--- src/rtl/keyed_location_set_store_top_defines.svh ---
// Assertion macros for the keyed location set store.
// Included by klss_datapath, which checks its own logic; needs no other file.
`ifndef KEYED_LOCATION_SET_STORE_TOP_DEFINES_SVH
`define KEYED_LOCATION_SET_STORE_TOP_DEFINES_SVH
`ifndef SYNTHESIS
`define KLSS_ASSERT_IMP(lbl, clk, rst_n, ante, cons) \
    lbl: assert property (@(posedge clk) disable iff (!rst_n) (ante) |-> (cons)) \
        else $error("klss check failed");
`define KLSS_ASSERT_NXT(lbl, clk, rst_n, ante, cons) \
    lbl: assert property (@(posedge clk) disable iff (!rst_n) (ante) |=> (cons)) \
        else $error("klss check failed");
`else
`define KLSS_ASSERT_IMP(lbl, clk, rst_n, ante, cons)
`define KLSS_ASSERT_NXT(lbl, clk, rst_n, ante, cons)
`endif
`endif

--- src/rtl/klss_pkg.sv ---
// Shared types and constants of the keyed location set store.
// Used by the interfaces, the controller, the datapath and the top level.
`timescale 1ns / 1ps

package klss_pkg;

    localparam int CAPACITY_DEF  = 64;
    localparam int MAX_LOCS_DEF  = 16;
    localparam int KEY_BITS_DEF  = 64;
    localparam int NODE_BITS_DEF = 64;
    localparam int MAX_RESULTS   = 16;
    localparam logic [31:0] EXPIRY_RESET = 32'd86400;

    typedef enum logic [1:0] {
        FUNC_PUT    = 2'd0,
        FUNC_GET    = 2'd1,
        FUNC_HAS    = 2'd2,
        FUNC_EXPIRE = 2'd3
    } func_t;

    typedef enum logic [2:0] {
        ST_OK         = 3'd0,
        ST_DUP        = 3'd1,
        ST_ENTRY_FULL = 3'd2,
        ST_STORE_FULL = 3'd3,
        ST_NOT_FOUND  = 3'd4
    } status_t;

    typedef struct packed {
        func_t       func;
        logic [63:0] key;
        logic [63:0] node_id;
        logic [7:0]  addr_family;
        logic [63:0] addr_hi;
        logic [63:0] addr_lo;
        logic [15:0] port;
        logic        group_last;
        logic [4:0]  max_wanted;
        logic [31:0] now;
    } in_item_t;

    typedef struct packed {
        status_t     status;
        logic        found;
        logic [63:0] node_id_out;
        logic [7:0]  addr_family_out;
        logic [63:0] addr_hi_out;
        logic [63:0] addr_lo_out;
        logic [15:0] port_out;
        logic [4:0]  returned_count;
        logic [6:0]  entry_count;
        logic        last;
    } out_item_t;

    typedef enum logic [3:0] {
        OP_NONE,
        OP_LOAD,
        OP_SCAN,
        OP_NEW,
        OP_DEDUP,
        OP_PUT_WR,
        OP_GET_RD,
        OP_OUT,
        OP_OUT_LOC,
        OP_EXP_RD,
        OP_EXP_NEXT,
        OP_EXP_SRC,
        OP_EXP_MOVE,
        OP_COPY,
        OP_EXP_DROP
    } dp_op_t;

    typedef struct packed {
        dp_op_t  op;
        status_t status;
        logic    found;
        logic    use_glast;
        logic    append;
    } dp_cmd_t;

    typedef struct packed {
        func_t func;
        logic  scan_hit;
        logic  scan_miss;
        logic  store_full;
        logic  loc_full;
        logic  dup;
        logic  jdone;
        logic  get_zero;
        logic  get_last;
        logic  exp_done;
        logic  exp_old;
        logic  has_src;
        logic  out_busy;
    } dp_stat_t;

endpackage

--- src/rtl/klss_controller.sv ---
// Controller of the keyed location set store: sequences lookup, put, get,
// has and expire through datapath commands. Depends on klss_pkg.
`timescale 1ns / 1ps

module klss_controller (
    input  logic               clk,
    input  logic               rst_n,
    input  logic               in_valid,
    output logic               in_ready,
    input  klss_pkg::dp_stat_t stat,
    output klss_pkg::dp_cmd_t  cmd
);

    typedef enum logic [3:0] {
        S_IDLE,
        S_START,
        S_SCAN,
        S_NEW,
        S_HIT,
        S_DEDUP,
        S_PUT_WR,
        S_GET_RD,
        S_GET_OUT,
        S_OUT,
        S_EXP_RD,
        S_EXP_CHK,
        S_EXP_MV,
        S_COPY
    } state_t;

    state_t            state_reg;
    state_t            state_next;
    klss_pkg::status_t st_reg;
    klss_pkg::status_t st_next;
    logic              found_reg;
    logic              found_next;
    logic              gsel_reg;
    logic              gsel_next;
    klss_pkg::dp_op_t  op;

    always_comb
    begin
        state_next = state_reg;
        st_next    = st_reg;
        found_next = found_reg;
        gsel_next  = gsel_reg;
        op         = klss_pkg::OP_NONE;
        unique case (state_reg)
            S_IDLE:
            begin
                if (in_valid)
                begin
                    op         = klss_pkg::OP_LOAD;
                    state_next = S_START;
                end
            end
            S_START:
            begin
                state_next = (stat.func == klss_pkg::FUNC_EXPIRE) ? S_EXP_RD : S_SCAN;
            end
            S_SCAN:
            begin
                op = klss_pkg::OP_SCAN;
                if (stat.scan_hit)
                begin
                    state_next = S_HIT;
                end
                else if (stat.scan_miss)
                begin
                    found_next = 1'b0;
                    if (stat.func == klss_pkg::FUNC_PUT)
                    begin
                        gsel_next = 1'b1;
                        if (stat.store_full)
                        begin
                            st_next    = klss_pkg::ST_STORE_FULL;
                            state_next = S_OUT;
                        end
                        else
                        begin
                            state_next = S_NEW;
                        end
                    end
                    else
                    begin
                        gsel_next  = 1'b0;
                        st_next    = klss_pkg::ST_NOT_FOUND;
                        state_next = S_OUT;
                    end
                end
            end
            S_NEW:
            begin
                op         = klss_pkg::OP_NEW;
                state_next = S_HIT;
            end
            S_HIT:
            begin
                found_next = 1'b1;
                if (stat.func == klss_pkg::FUNC_PUT)
                begin
                    gsel_next = 1'b1;
                    if (stat.loc_full)
                    begin
                        st_next    = klss_pkg::ST_ENTRY_FULL;
                        state_next = S_PUT_WR;
                    end
                    else
                    begin
                        state_next = S_DEDUP;
                    end
                end
                else if ((stat.func == klss_pkg::FUNC_GET) && !stat.get_zero)
                begin
                    state_next = S_GET_RD;
                end
                else
                begin
                    st_next    = klss_pkg::ST_OK;
                    gsel_next  = 1'b0;
                    state_next = S_OUT;
                end
            end
            S_DEDUP:
            begin
                op = klss_pkg::OP_DEDUP;
                if (stat.dup)
                begin
                    st_next    = klss_pkg::ST_DUP;
                    state_next = S_PUT_WR;
                end
                else if (stat.jdone)
                begin
                    st_next    = klss_pkg::ST_OK;
                    state_next = S_PUT_WR;
                end
            end
            S_PUT_WR:
            begin
                op         = klss_pkg::OP_PUT_WR;
                state_next = S_OUT;
            end
            S_GET_RD:
            begin
                if (!stat.out_busy)
                begin
                    op         = klss_pkg::OP_GET_RD;
                    state_next = S_GET_OUT;
                end
            end
            S_GET_OUT:
            begin
                op         = klss_pkg::OP_OUT_LOC;
                state_next = stat.get_last ? S_IDLE : S_GET_RD;
            end
            S_OUT:
            begin
                if (!stat.out_busy)
                begin
                    op         = klss_pkg::OP_OUT;
                    state_next = S_IDLE;
                end
            end
            S_EXP_RD:
            begin
                if (stat.exp_done)
                begin
                    st_next    = klss_pkg::ST_OK;
                    found_next = 1'b0;
                    gsel_next  = 1'b0;
                    state_next = S_OUT;
                end
                else
                begin
                    op         = klss_pkg::OP_EXP_RD;
                    state_next = S_EXP_CHK;
                end
            end
            S_EXP_CHK:
            begin
                if (!stat.exp_old)
                begin
                    op         = klss_pkg::OP_EXP_NEXT;
                    state_next = S_EXP_RD;
                end
                else if (stat.has_src)
                begin
                    op         = klss_pkg::OP_EXP_SRC;
                    state_next = S_EXP_MV;
                end
                else
                begin
                    op         = klss_pkg::OP_EXP_DROP;
                    state_next = S_EXP_RD;
                end
            end
            S_EXP_MV:
            begin
                op         = klss_pkg::OP_EXP_MOVE;
                state_next = S_COPY;
            end
            S_COPY:
            begin
                if (stat.jdone)
                begin
                    op         = klss_pkg::OP_EXP_DROP;
                    state_next = S_EXP_RD;
                end
                else
                begin
                    op = klss_pkg::OP_COPY;
                end
            end
            default:
            begin
                state_next = S_IDLE;
            end
        endcase
    end

    always_ff @(posedge clk or negedge rst_n)
    begin
        if (!rst_n)
        begin
            state_reg <= S_IDLE;
            st_reg    <= klss_pkg::ST_OK;
            found_reg <= 1'b0;
            gsel_reg  <= 1'b0;
        end
        else
        begin
            state_reg <= state_next;
            st_reg    <= st_next;
            found_reg <= found_next;
            gsel_reg  <= gsel_next;
        end
    end

    assign in_ready      = state_reg == S_IDLE;
    assign cmd.op        = op;
    assign cmd.status    = st_reg;
    assign cmd.found     = found_reg;
    assign cmd.use_glast = gsel_reg;
    assign cmd.append    = st_reg == klss_pkg::ST_OK;

endmodule
--- config.mk ---
export PLATFORM = sky130hd
export DESIGN_NAME = klss_controller
export DESIGN_NICKNAME = d
export VERILOG_FILES = /design/src/rtl/keyed_location_set_store_top_defines.svh /design/src/rtl/klss_pkg.sv /design/src/rtl/klss_controller.sv
export SDC_FILE = /design/constraint.sdc
export NUM_CORES = 1
export LEC_CHECK = 0
export BUFFER_PORTS_ARGS = -buffer_cell sky130_fd_sc_hd__buf_2
export CAP_MARGIN = 10
export CELL_PAD_IN_SITES_DETAIL_PLACEMENT = 0
export CELL_PAD_IN_SITES_GLOBAL_PLACEMENT = 1
export CORE_ASPECT_RATIO = 1.25
export CORE_UTILIZATION = 35
export CTS_BUF_LIST = sky130_fd_sc_hd__clkbuf_4 sky130_fd_sc_hd__clkbuf_8
export DETAILED_ROUTE_END_ITERATION = 7
export GPL_ROUTABILITY_DRIVEN = 0
export PLACE_DENSITY_LB_ADDON = 0.1
export SYNTH_ARGS = -nofsm -noshare
export SYNTH_HDL_FRONTEND = slang
export SYNTH_SLANG_ARGS = --single-unit
--- constraint.sdc ---
create_clock -name clk -period 2.5 [get_ports clk]
set_clock_uncertainty 0.05 [all_clocks]
set_input_delay 0.25 -clock clk [delete_from_list [all_inputs] [get_ports clk]]
set_output_delay 0.25 -clock clk [all_outputs]
set_load 0.1 [all_outputs]
# Word level (Yosys, flattened, before mapping)
# Index checks and enable logic that the tools add are counted.
totals:
  inputBits: 17
  out_inout_bits: 11
  ff_bits: 9
  elab_cells: 90
classes:
  muxes: 48
  n_eq_ne: 27
  n_reduce_logical: 11
ops:
  columns: ["cell", "n"]
  rows:
  - ["$mux 4", 14]
  - ["$pmux 4 s14", 1]
  - ["$mux 3", 17]
  - ["$pmux 4 s12", 1]
  - ["$eq 4x4->1 const B", 6]
  - ["$eq 4x3->1 const B", 4]
  - ["$ne 3x3->1 const B", 5]
  - ["$ne 2x2->1 const B", 7]
  - ["$pmux 3 s4", 1]
  - ["$mux 1", 9]
  - ["$eq 4x2->1 const B", 2]
  - ["$reduce_and 8->1", 1]
  - ["$mux 2", 3]
  - ["$pmux 1 s3", 2]
  - ["$reduce_and 6->1", 1]
  - ["$reduce_and 5->1", 1]
  - ["$eq 4x1->1 const B", 1]
  - ["$logic_not 4->1", 1]
  - ["$reduce_and 4->1", 1]
  - ["$reduce_bool 4->1", 1]
  - ["$logic_not 3->1", 1]
  - ["$reduce_bool 3->1", 1]
  - ["$eq 2x1->1 const B", 1]
  - ["$eq 2x2->1 const B", 1]
  - ["3 further kinds", 3]

# Logic depth before layout (Yosys ltp)
# Gate-level depths: netlist of the first run.
depth:
  word_depth: 5
  depth_mapped: 7
  depth_no_buf: 5

# Worst setup path before layout of the first run
# No wires, ideal clock.
synth_timing:
  path_type: "register to output"
  from: "register state_reg[3]"
  to: "output in_ready"
  t_required_ns: 2.200
  arrival_time_ns: 2.993
  n_path_buf: 3
  setup_slack_ns: -0.793
  stages_incl_launch_ff: 5
  cell_sequence: "dfrtp_1 buf_2 buf_1 buf_2 nor3_1"
synth_via:
  elab_chain_len: 1
synth_rtl:
  columns: ["item", "line_no", "rtl"]
  rows:
  - ["from (decl)", "klss_controller.sv:31", "state_t state_reg;"]
  - ["from (signal assigned)", "klss_controller.sv:232", "state_reg <= state_next;"]
  - ["$logic_not 4->1", "klss_controller.sv:239", "assign in_ready = state_reg == S_IDLE;"]
  - ["to (decl)", "klss_controller.sv:9", "output logic in_ready,"]
# Every way passes these cells.

==> flow_summary.yaml, run 1 <==
status:
  status: "complete, no violations"
logic_synthesis:
  ys_ff_latch: 9
  synthDistinctLibCells: 46
  synthArstFlopShare: 1.000
  yosysMostFrequentCell: "nor2_1"
  synth.avg_cell_area_um2: 7.408
  ys.flop_type: "dfrtp_1"
  yosysSeqAreaShare: 0.2187
  netlist_instances: 139
  ys_warn_count: 0
  synth_top_area_frac: 0.2187
  synth_common_cells: "15 x nor2_1, 12 x nand2_1, 9 x dfrtp_1"
  synth_area_leaders: "dfrtp_1 22%, nor2_1 5.5%, nand2b_1 4.9%"
  synth_largest_area_cell: "dfrtp_1"
  syn_nets: 156
  synth_area_mm2: 0.001030
  synth-edff-count: 0
sta:
  clock.fmax_ghz: 0.4356
  fin_crit_sh: 0.9182
  tns_ns: 0
  rsz0062_at_grt: "false"
  worst_pin_slew_ns: 0.5582
  slew_headroom: 0.6183
  min_period_ns: 2.296
  hold_violations: 0
  whs_ns: 0.3007
  setup_slack_ns: 0.2044
  maxSlewViolCount: 0
  finalSetupViolCount: 0
floorplanning:
  die_area_mm2: 0.003165
  die_w_um: 50.52
  initial_core_util: 0.3768
  ios: 28
  coreArea_mm2: 0.002733
  rows: 21
  fp.dieH_um: 62.65
global_route:
  grt_pass1_vias: 1185
  grtUsageTotal: 0.2340
  grt_max_degree: 27
  grt_overflow: 0
  grt_pass1_wl_mm: 5.623
  grt_antenna_before_repair: 0
place:
  io_buffers: 27
  hpwl_mm: 2.546
  dp_slack_ns: 0.3099
  place_area_mm2: 0.001264
drt:
  vias: 1182
  drt_iter0_drc: 32
  first_pass_iters: 4
  routed_wirelength_mm: 3.350
  wl_per_cell_um: 16.58
  drc: 0
  vias_per_cell: 5.851
  ant_nets: 0
worst_setup_path:
  crit_start: "state_reg[0]"
  crit_path_end_kind: "output pin"
  reg2reg_slack_ns: 0.36
  path_class: "flop to output pin"
  reg2reg_depth: 5
  reg2reg_from: "state_reg[1]"
  crit_end: "cmd[6]"
  critPathLaunchType: "flop"
  worstPathArrival_ns: 2.00
  required_ns: 2.20
  crit_fanout: 12
  rr_endpoint: "st_reg[1]"
clock_tree:
  cts_buffers: 3
  cts_sinks: 9
  clkLatencyLatePin_ns: 0.28
  clk_pin_slew_ns: 0.07
  htree_levels: 1
  cts_root_buf: "clkbuf_4"
  clock_path_buffers: 2
  post_cts_buffers: 0
  cts_tree: "built"
cells_and_area:
  syn2layout_area_growth_pct: 26.85
  layout-drive-gt1-share: 0.3214
  largest_reg_flops: 4
  num_antenna_cells: 0
  fin_nets: 186
  postLayoutCellArea_mm2: 0.001306
run:
  maxCapViolations: 0
hold_path:
  hp-class: "input pin to async pin"
through the flow:
step,std cells,utilization
2_1_floorplan,139,-
3_3_place_gp,197,0.4625
3_5_place_dp,197,0.4625
4_1_cts,202,0.4771
5_1_grt,202,0.4780
6_report,202,0.4780
kinds of logic after synthesis:
kind of cell,share of synthesized area
AOI/OAI and AO/OA,0.3196
buffers and inverters,0.07532
DFF,0.2187
muxes,0.07533
and+or+nand+nor,0.3111
repair_timing:
item / in CTS / in global routing
endpoints found under the hold margin: 9 / 0
setup endpoints to repair: 0 / 2
resized for setup: 0 / 2
hold buffers: 1 / 0
cells in the final DEF (no fill, tap or decap), types with 3 or more instances in the layout:
cell type	netlist	layout
a211oi_1	3	3
a21o_1	3	3
a21oi_1	7	6
a31oi_1	4	4
buf_2	5	25
buf_4	2	10
clkbuf_4	0	4
dfrtp_1	9	7
inv_1	4	4
mux2_4	3	3
nand2_1	12	12
nand2b_1	8	8
nand3_1	3	3
nor2_1	15	15
nor3_1	6	4
o211ai_1	3	3
o21ai_0	7	7
o22ai_1	3	3
per-layer routing:
metal	routed length [um]	vias up	track usage
met3	209	7	0.03893
met5	0	-	0
met4	66	0	0.1146
li1	-	581	-
met1	1453	546	0.2883
met2	1621	48	0.3850
final cells by class:
class,instances,area (um2)
multi-input cells,113,740.7
flip-flops and latches,9,227.7
repair buffers,38,250.2
fillers,289,1426
inverters,4,15.01
well taps,34,42.54
clock buffers,4,30.03
worst min-delay path by stage:
| stage | end | slack, ns | cells after the start | from |
|---|---|---|---|---|
| global route | st_reg[2] | 0.35 | 2 | rst_n |
| detailed placement | state_reg[2] | 0.07 | 1 | rst_n |
| floorplan | found_reg | -0.1 | 0 | rst_n |
| global placement | state_reg[2] | 0.06 | 1 | rst_n |
| CTS | state_reg[2] | 0.31 | 2 | rst_n |
| finish | state_reg[2] | 0.30 | 2 | rst_n |
critical path, cell delays in order (launching register included):
cell and delay, ns:
dfrtp_1 0.48, buf_4 0.22, nand2b_1 0.18, o22ai_1 0.10, a221o_1 0.35, a21o_1 0.21
buf_12 0.17
Power of run 1 is not shown: default switching activity piles up to over one toggle a cycle in this logic, so the estimate is an artifact.
==> inputs of run 2 (changes only) <==
--- a/config.mk
+++ b/config.mk
@@ -5,6 +5,7 @@
 export SDC_FILE = /design/constraint.sdc
 export NUM_CORES = 1
 export LEC_CHECK = 0
+export ABC_AREA = 1
 export BUFFER_PORTS_ARGS = -buffer_cell sky130_fd_sc_hd__buf_2
 export CAP_MARGIN = 10
 export CELL_PAD_IN_SITES_DETAIL_PLACEMENT = 0
@@ -14,7 +15,7 @@
 export CTS_BUF_LIST = sky130_fd_sc_hd__clkbuf_4 sky130_fd_sc_hd__clkbuf_8
 export DETAILED_ROUTE_END_ITERATION = 7
 export GPL_ROUTABILITY_DRIVEN = 0
-export PLACE_DENSITY_LB_ADDON = 0.1
+export PLACE_DENSITY = 0.81
 export SYNTH_ARGS = -nofsm -noshare
 export SYNTH_HDL_FRONTEND = slang
 export SYNTH_SLANG_ARGS = --single-unit
==> flow_summary.yaml, run 2 <==
cells_and_area:
  largest_reg_flops: 4
  fin_nets: 229
  final_cell_mix: "70 x nand2_1, 29 x nor2_1, 27 x buf_2"
  syn2layout_area_growth_pct: 21.49
  fill_cells: 307
  regArea_um2: 225.2
  layout-drive-gt1-share: 0.2133
  final_common_cell: "nand2_1"
  multi_input_area_um2: 684.4
  num_antenna_cells: 0
worst_setup_path:
  reg2reg_depth: 8
  path_class: "flop to output pin"
  rr_endpoint: "st_reg[1]"
  worstPathArrival_ns: 1.95
  crit_path_end_kind: "output pin"
  reg2reg_from: "state_reg[1]"
  crit_chain: "inv_2 > nand2_1 > nor2_1 > nand2_1 > o21ai_0 > nor3_1 > nand3_1 > buf_2"
  slowest_stage: "dfrtp_1"
  crit_fanout: 8
  critPathLaunchType: "flop"
  critical_path.most_common_cell: "nand2_1"
  required_ns: 2.20
  reg2reg_slack_ns: 0.82
  cpPeakStageDelay_ns: 0.47
logic_synthesis:
  ys_warn_count: 0
  synth-edff-count: 0
  synth_largest_area_cell: "nand2_1"
  synthDistinctLibCells: 20
  yosysMostFrequentCell: "nand2_1"
  synth.avg_cell_area_um2: 5.468
  synthAdderAreaFrac: 0
  yosysSeqAreaShare: 0.2276
  synth_xor_area_frac: 0
  ys.flop_type: "dfrtp_1"
  syn_nets: 198
  synthMuxAreaShare: 0
  synth_area_um2: 989.7
  synth_area_leaders: "nand2_1 27%, dfrtp_1 23%, nor2_1 11%"
  synth-simple-area-share: 0.6131
  synth_top_family_by_area: "simple AND/OR/NAND/NOR gates"
  synth_common_cells: "70 x nand2_1, 29 x nor2_1, 15 x inv_1"
  netlist_instances: 181
  synth_top_area_frac: 0.2655
  ys_ff_latch: 9
  synthArstFlopShare: 1.000
  synth-compound-area-share: 0.06827
sta:
  rsz0062_at_grt: "false"
  worst_pin_slew_ns: 0.4858
  slew_headroom: 0.6784
  hold_violations: 0
  tns_ns: 0
  finalSetupViolCount: 0
  min_period_ns: 2.249
  maxSlewViolCount: 0
  fin_crit_sh: 0.8997
  clock.fmax_ghz: 0.4446
clock_tree:
  cts_buffers: 3
  clock_path_buffers: 2
  cts.repair.resized: 0
  cts_sinks: 9
  clkLatencyLatePin_ns: 0.26
  cts_tree: "built"
  clk_pin_slew_ns: 0.06
  cts_root_buf: "clkbuf_4"
  htree_levels: 1
global_route:
  grt_pass1_wl_mm: 4.878
  grt_max_degree: 10
  grt_pass1_vias: 1171
  grt_overflow: 0
  grt_antenna_before_repair: 0
  grtUsageTotal: 0.2143
drt:
  drc: 0
  vias_per_cell: 5.208
  routed_wirelength_mm: 3.039
  first_pass_iters: 4
  wl_per_cell_um: 12.40
  drt_iter0_drc: 64
  ant_nets: 0
  vias: 1276
floorplanning:
  rows: 21
  die_w_um: 49.56
  ios: 28
  coreArea_mm2: 0.002680
  fp.dieH_um: 61.46
  initial_core_util: 0.3693
  die_area_mm2: 0.003046
place:
  io_buffers: 27
  hpwl_mm: 2.520
run:
  maxCapViolations: 0
hold_path:
  hp-class: "input pin to async pin"
status:
  status: "complete, no violations"
run 2: per-layer routing:
metal  wire length, um  GRT usage  vias to the layer above
met2              1472     0.3977                       61
met3               155    0.02716                       14
met4               117     0.1184                        0
li1                  -          -                      637
met5                 0          0                        -
met1              1293     0.2399                      564
run 2: repair_timing:
| item | in CTS | in global routing |
|---|---|---|
| buffers inserted | 0 | 0 |
| endpoints found under the hold margin | 9 | 0 |
| hold buffers | 1 | 0 |
run 2: kinds of logic after synthesis:
group,count (synthesis)
DFF,9
AOI/OAI and AO/OA,13
buffers and inverters,21
and+or+nand+nor,138
run 2: worst max-delay path by stage:
| stage | start | endpoint | slack [ns] | cells after the start |
|---|---|---|---|---|
| 2_1_floorplan | state_reg[3] | cmd[6] | 0.05 | 7 |
| 3_3_place_gp | state_reg[1] | cmd[6] | 0.62 | 7 |
| 3_5_place_dp | state_reg[1] | cmd[8] | 0.55 | 8 |
| 4_1_cts | state_reg[1] | cmd[8] | 0.25 | 8 |
| 5_1_grt | state_reg[1] | cmd[8] | 0.09 | 8 |
| 6_report | state_reg[1] | cmd[8] | 0.25 | 8 |
run 2: per-stage QoR:
step	util	cells	setup slack, ns	hold slack [ns]	cell area [um2]
3_3_place_gp	0.4337	240	0.6176	0.05826	1162
2_1_floorplan	-	181	0.04857	-0.09559	999.7
6_report	0.4486	245	0.2506	0.3110	1202
3_5_place_dp	0.4337	240	0.5468	0.06037	1162
5_1_grt	0.4486	245	0.09036	0.3384	1202
4_1_cts	0.4486	245	0.2479	0.3182	1202
run 2: worst max-delay path: cells and delay by family, from the launching register on:
kind | cells | cell delay, ns
simple gates | 5 | 0.57
flops | 1 | 0.47
buf+inv | 2 | 0.53
compound gates | 1 | 0.11
run 2: layout make-up:
| cell class | count | area share |
|---|---|---|
| clock buffers | 4 | 0.02497 |
| well taps | 34 | 0.03538 |
| multi-input cells | 151 | 0.5692 |
| repair buffers | 29 | 0.1270 |
| inverters | 18 | 0.05619 |
| flip-flops and latches | 9 | 0.1873 |
Power of run 2 is left out for the same reason.
==> inputs of run 3 (changes only) <==
--- a/config.mk
+++ b/config.mk
@@ -5,7 +5,7 @@
 export SDC_FILE = /design/constraint.sdc
 export NUM_CORES = 1
 export LEC_CHECK = 0
-export ABC_AREA = 1
+export ABC_AREA = 0
 export BUFFER_PORTS_ARGS = -buffer_cell sky130_fd_sc_hd__buf_2
 export CAP_MARGIN = 10
 export CELL_PAD_IN_SITES_DETAIL_PLACEMENT = 0
@@ -15,7 +15,9 @@
 export CTS_BUF_LIST = sky130_fd_sc_hd__clkbuf_4 sky130_fd_sc_hd__clkbuf_8
 export DETAILED_ROUTE_END_ITERATION = 7
 export GPL_ROUTABILITY_DRIVEN = 0
-export PLACE_DENSITY = 0.81
+export PLACE_DENSITY = 0.75
+export SETUP_SLACK_MARGIN = 0.1
+export SLEW_MARGIN = 20
 export SYNTH_ARGS = -nofsm -noshare
 export SYNTH_HDL_FRONTEND = slang
 export SYNTH_SLANG_ARGS = --single-unit
==> flow_summary.yaml, run 3 (synthesis results as in run 1) <==
status:
  status: "complete, no violations"
drt:
  first_pass_iters: 4
  wl_per_cell_um: 16.21
  vias: 1189
  vias_per_cell: 6.005
  drt_iter0_drc: 36
  drc: 0
  ant_nets: 0
  routed_wirelength_mm: 3.210
clock_tree:
  cts_tree: "built"
  cts_root_buf: "clkbuf_4"
  clock_path_buffers: 2
  clk_pin_slew_ns: 0.07
  cts_sinks: 9
  clkLatencyLatePin_ns: 0.26
  cts_buffers: 3
  htree_levels: 1
worst_setup_path:
  reg2reg_depth: 5
  reg2reg_slack_ns: 0.39
  worstPathArrival_ns: 1.96
  required_ns: 2.20
  cp_num_buf_inv: 1
  cpPeakStageDelay_ns: 0.58
  crit_chain: "or2_1 > nor2_1 > a221o_1 > a21o_1 > buf_12"
  slowest_stage: "dfrtp_1"
  critPathLaunchType: "flop"
  cp.depth: 5
  rr_endpoint: "st_reg[1]"
  reg2reg_from: "state_reg[0]"
  crit_path_end_kind: "output pin"
  crit_fanout: 13
  cpLargestDelayFamily: "flip-flops"
  crit_start: "state_reg[0]"
  crit_end: "cmd[6]"
  path_class: "flop to output pin"
floorplanning:
  initial_core_util: 0.3768
  ios: 28
  die_w_um: 50.52
  rows: 21
  fp.dieH_um: 62.65
  coreArea_mm2: 0.002733
  die_area_mm2: 0.003165
sta:
  maxSlewViolCount: 0
  slew_headroom: 0.6944
  min_period_ns: 2.256
  hold_violations: 0
  clock.fmax_ghz: 0.4433
  finalSetupViolCount: 0
  worst_pin_slew_ns: 0.4469
  rsz0062_at_grt: "false"
  fin_crit_sh: 0.9023
  setup_slack_ns: 0.2444
cells_and_area:
  fin_cells: 198
  fin_nets: 182
  regArea_um2: 227.7
  fill_cells: 301
  final_common_cell: "buf_2"
  syn2layout_area_growth_pct: 24.54
  layout-drive-gt1-share: 0.3049
  final_cell_mix: "25 x buf_2, 15 x nor2_1, 12 x nand2_1"
  largest_reg_flops: 4
  final_core_util: 0.4693
  num_antenna_cells: 0
  multi_input_area_um2: 747.0
global_route:
  grt_pass1_vias: 1108
  grt_antenna_before_repair: 0
  grt_overflow: 0
  grtUsageTotal: 0.2153
  grt_max_degree: 28
  grt_pass1_wl_mm: 5.257
run:
  maxCapViolations: 0
place:
  io_buffers: 27
  dp_slack_ns: 0.3143
  place_inst: 193
  hpwl_mm: 2.546
hold_path:
  hp-class: "input pin to async pin"
## run 3: cell count changes in the layout (fill, tap and decap cells not counted), moves of 4 or more
cell | previous run | this run
nand3_1 | 13 | 3
a31oi_1 | 0 | 4
inv_1 | 15 | 4
nor2_1 | 29 | 15
nand4_1 | 4 | 0
buf_4 | 1 | 6
nand2b_1 | 0 | 8
nand2_1 | 70 | 12
nor2_2 | 5 | 0
## run 3: how the worst min path moves through the flow
stage,depth (start not counted),slack [ns],to
floorplan,0,-0.1,found_reg
global placement,1,0.07,st_reg[2]
detailed placement,1,0.07,st_reg[2]
CTS,2,0.31,st_reg[2]
global route,2,0.32,st_reg[2]
finish,2,0.31,st_reg[2]
## run 3: area by class of cell
class | count | share of cell area
clock buffer | 4 | 0.02341
inverter | 4 | 0.01171
multi-input combinational | 113 | 0.5824
timing repair buffer | 34 | 0.1717
sequential | 9 | 0.1776
tap | 34 | 0.03317
## run 3: what timing repair did
action	in CTS	in global routing
hold endpoints to repair	9	0
endpoints found under the setup margin	1	1
buffers inserted	0	0
hold buffers	1	0
resized for setup	1	1
## run 3: per-stage QoR
step	setup TNS [ns]	area (um2)	hold WS, ns
after floorplan	-0.4368	1050	-0.09559
after global placement	0	1240	0.06771
after detailed placement	0	1240	0.06788
after CTS	0	1281	0.3119
after global routing	0	1282	0.3218
final	0	1282	0.3134
## run 3: per-layer routing
layer / up-vias / track usage / part of all wire
li1: 570 / - / -
met1: 551 / 0.2679 / 0.41
met3: 14 / 0.03163 / 0.065
met4: 0 / 0.1319 / 0.041
met5: - / 0 / 0
met2: 54 / 0.3417 / 0.48
Power of run 3 is left out for the same reason.
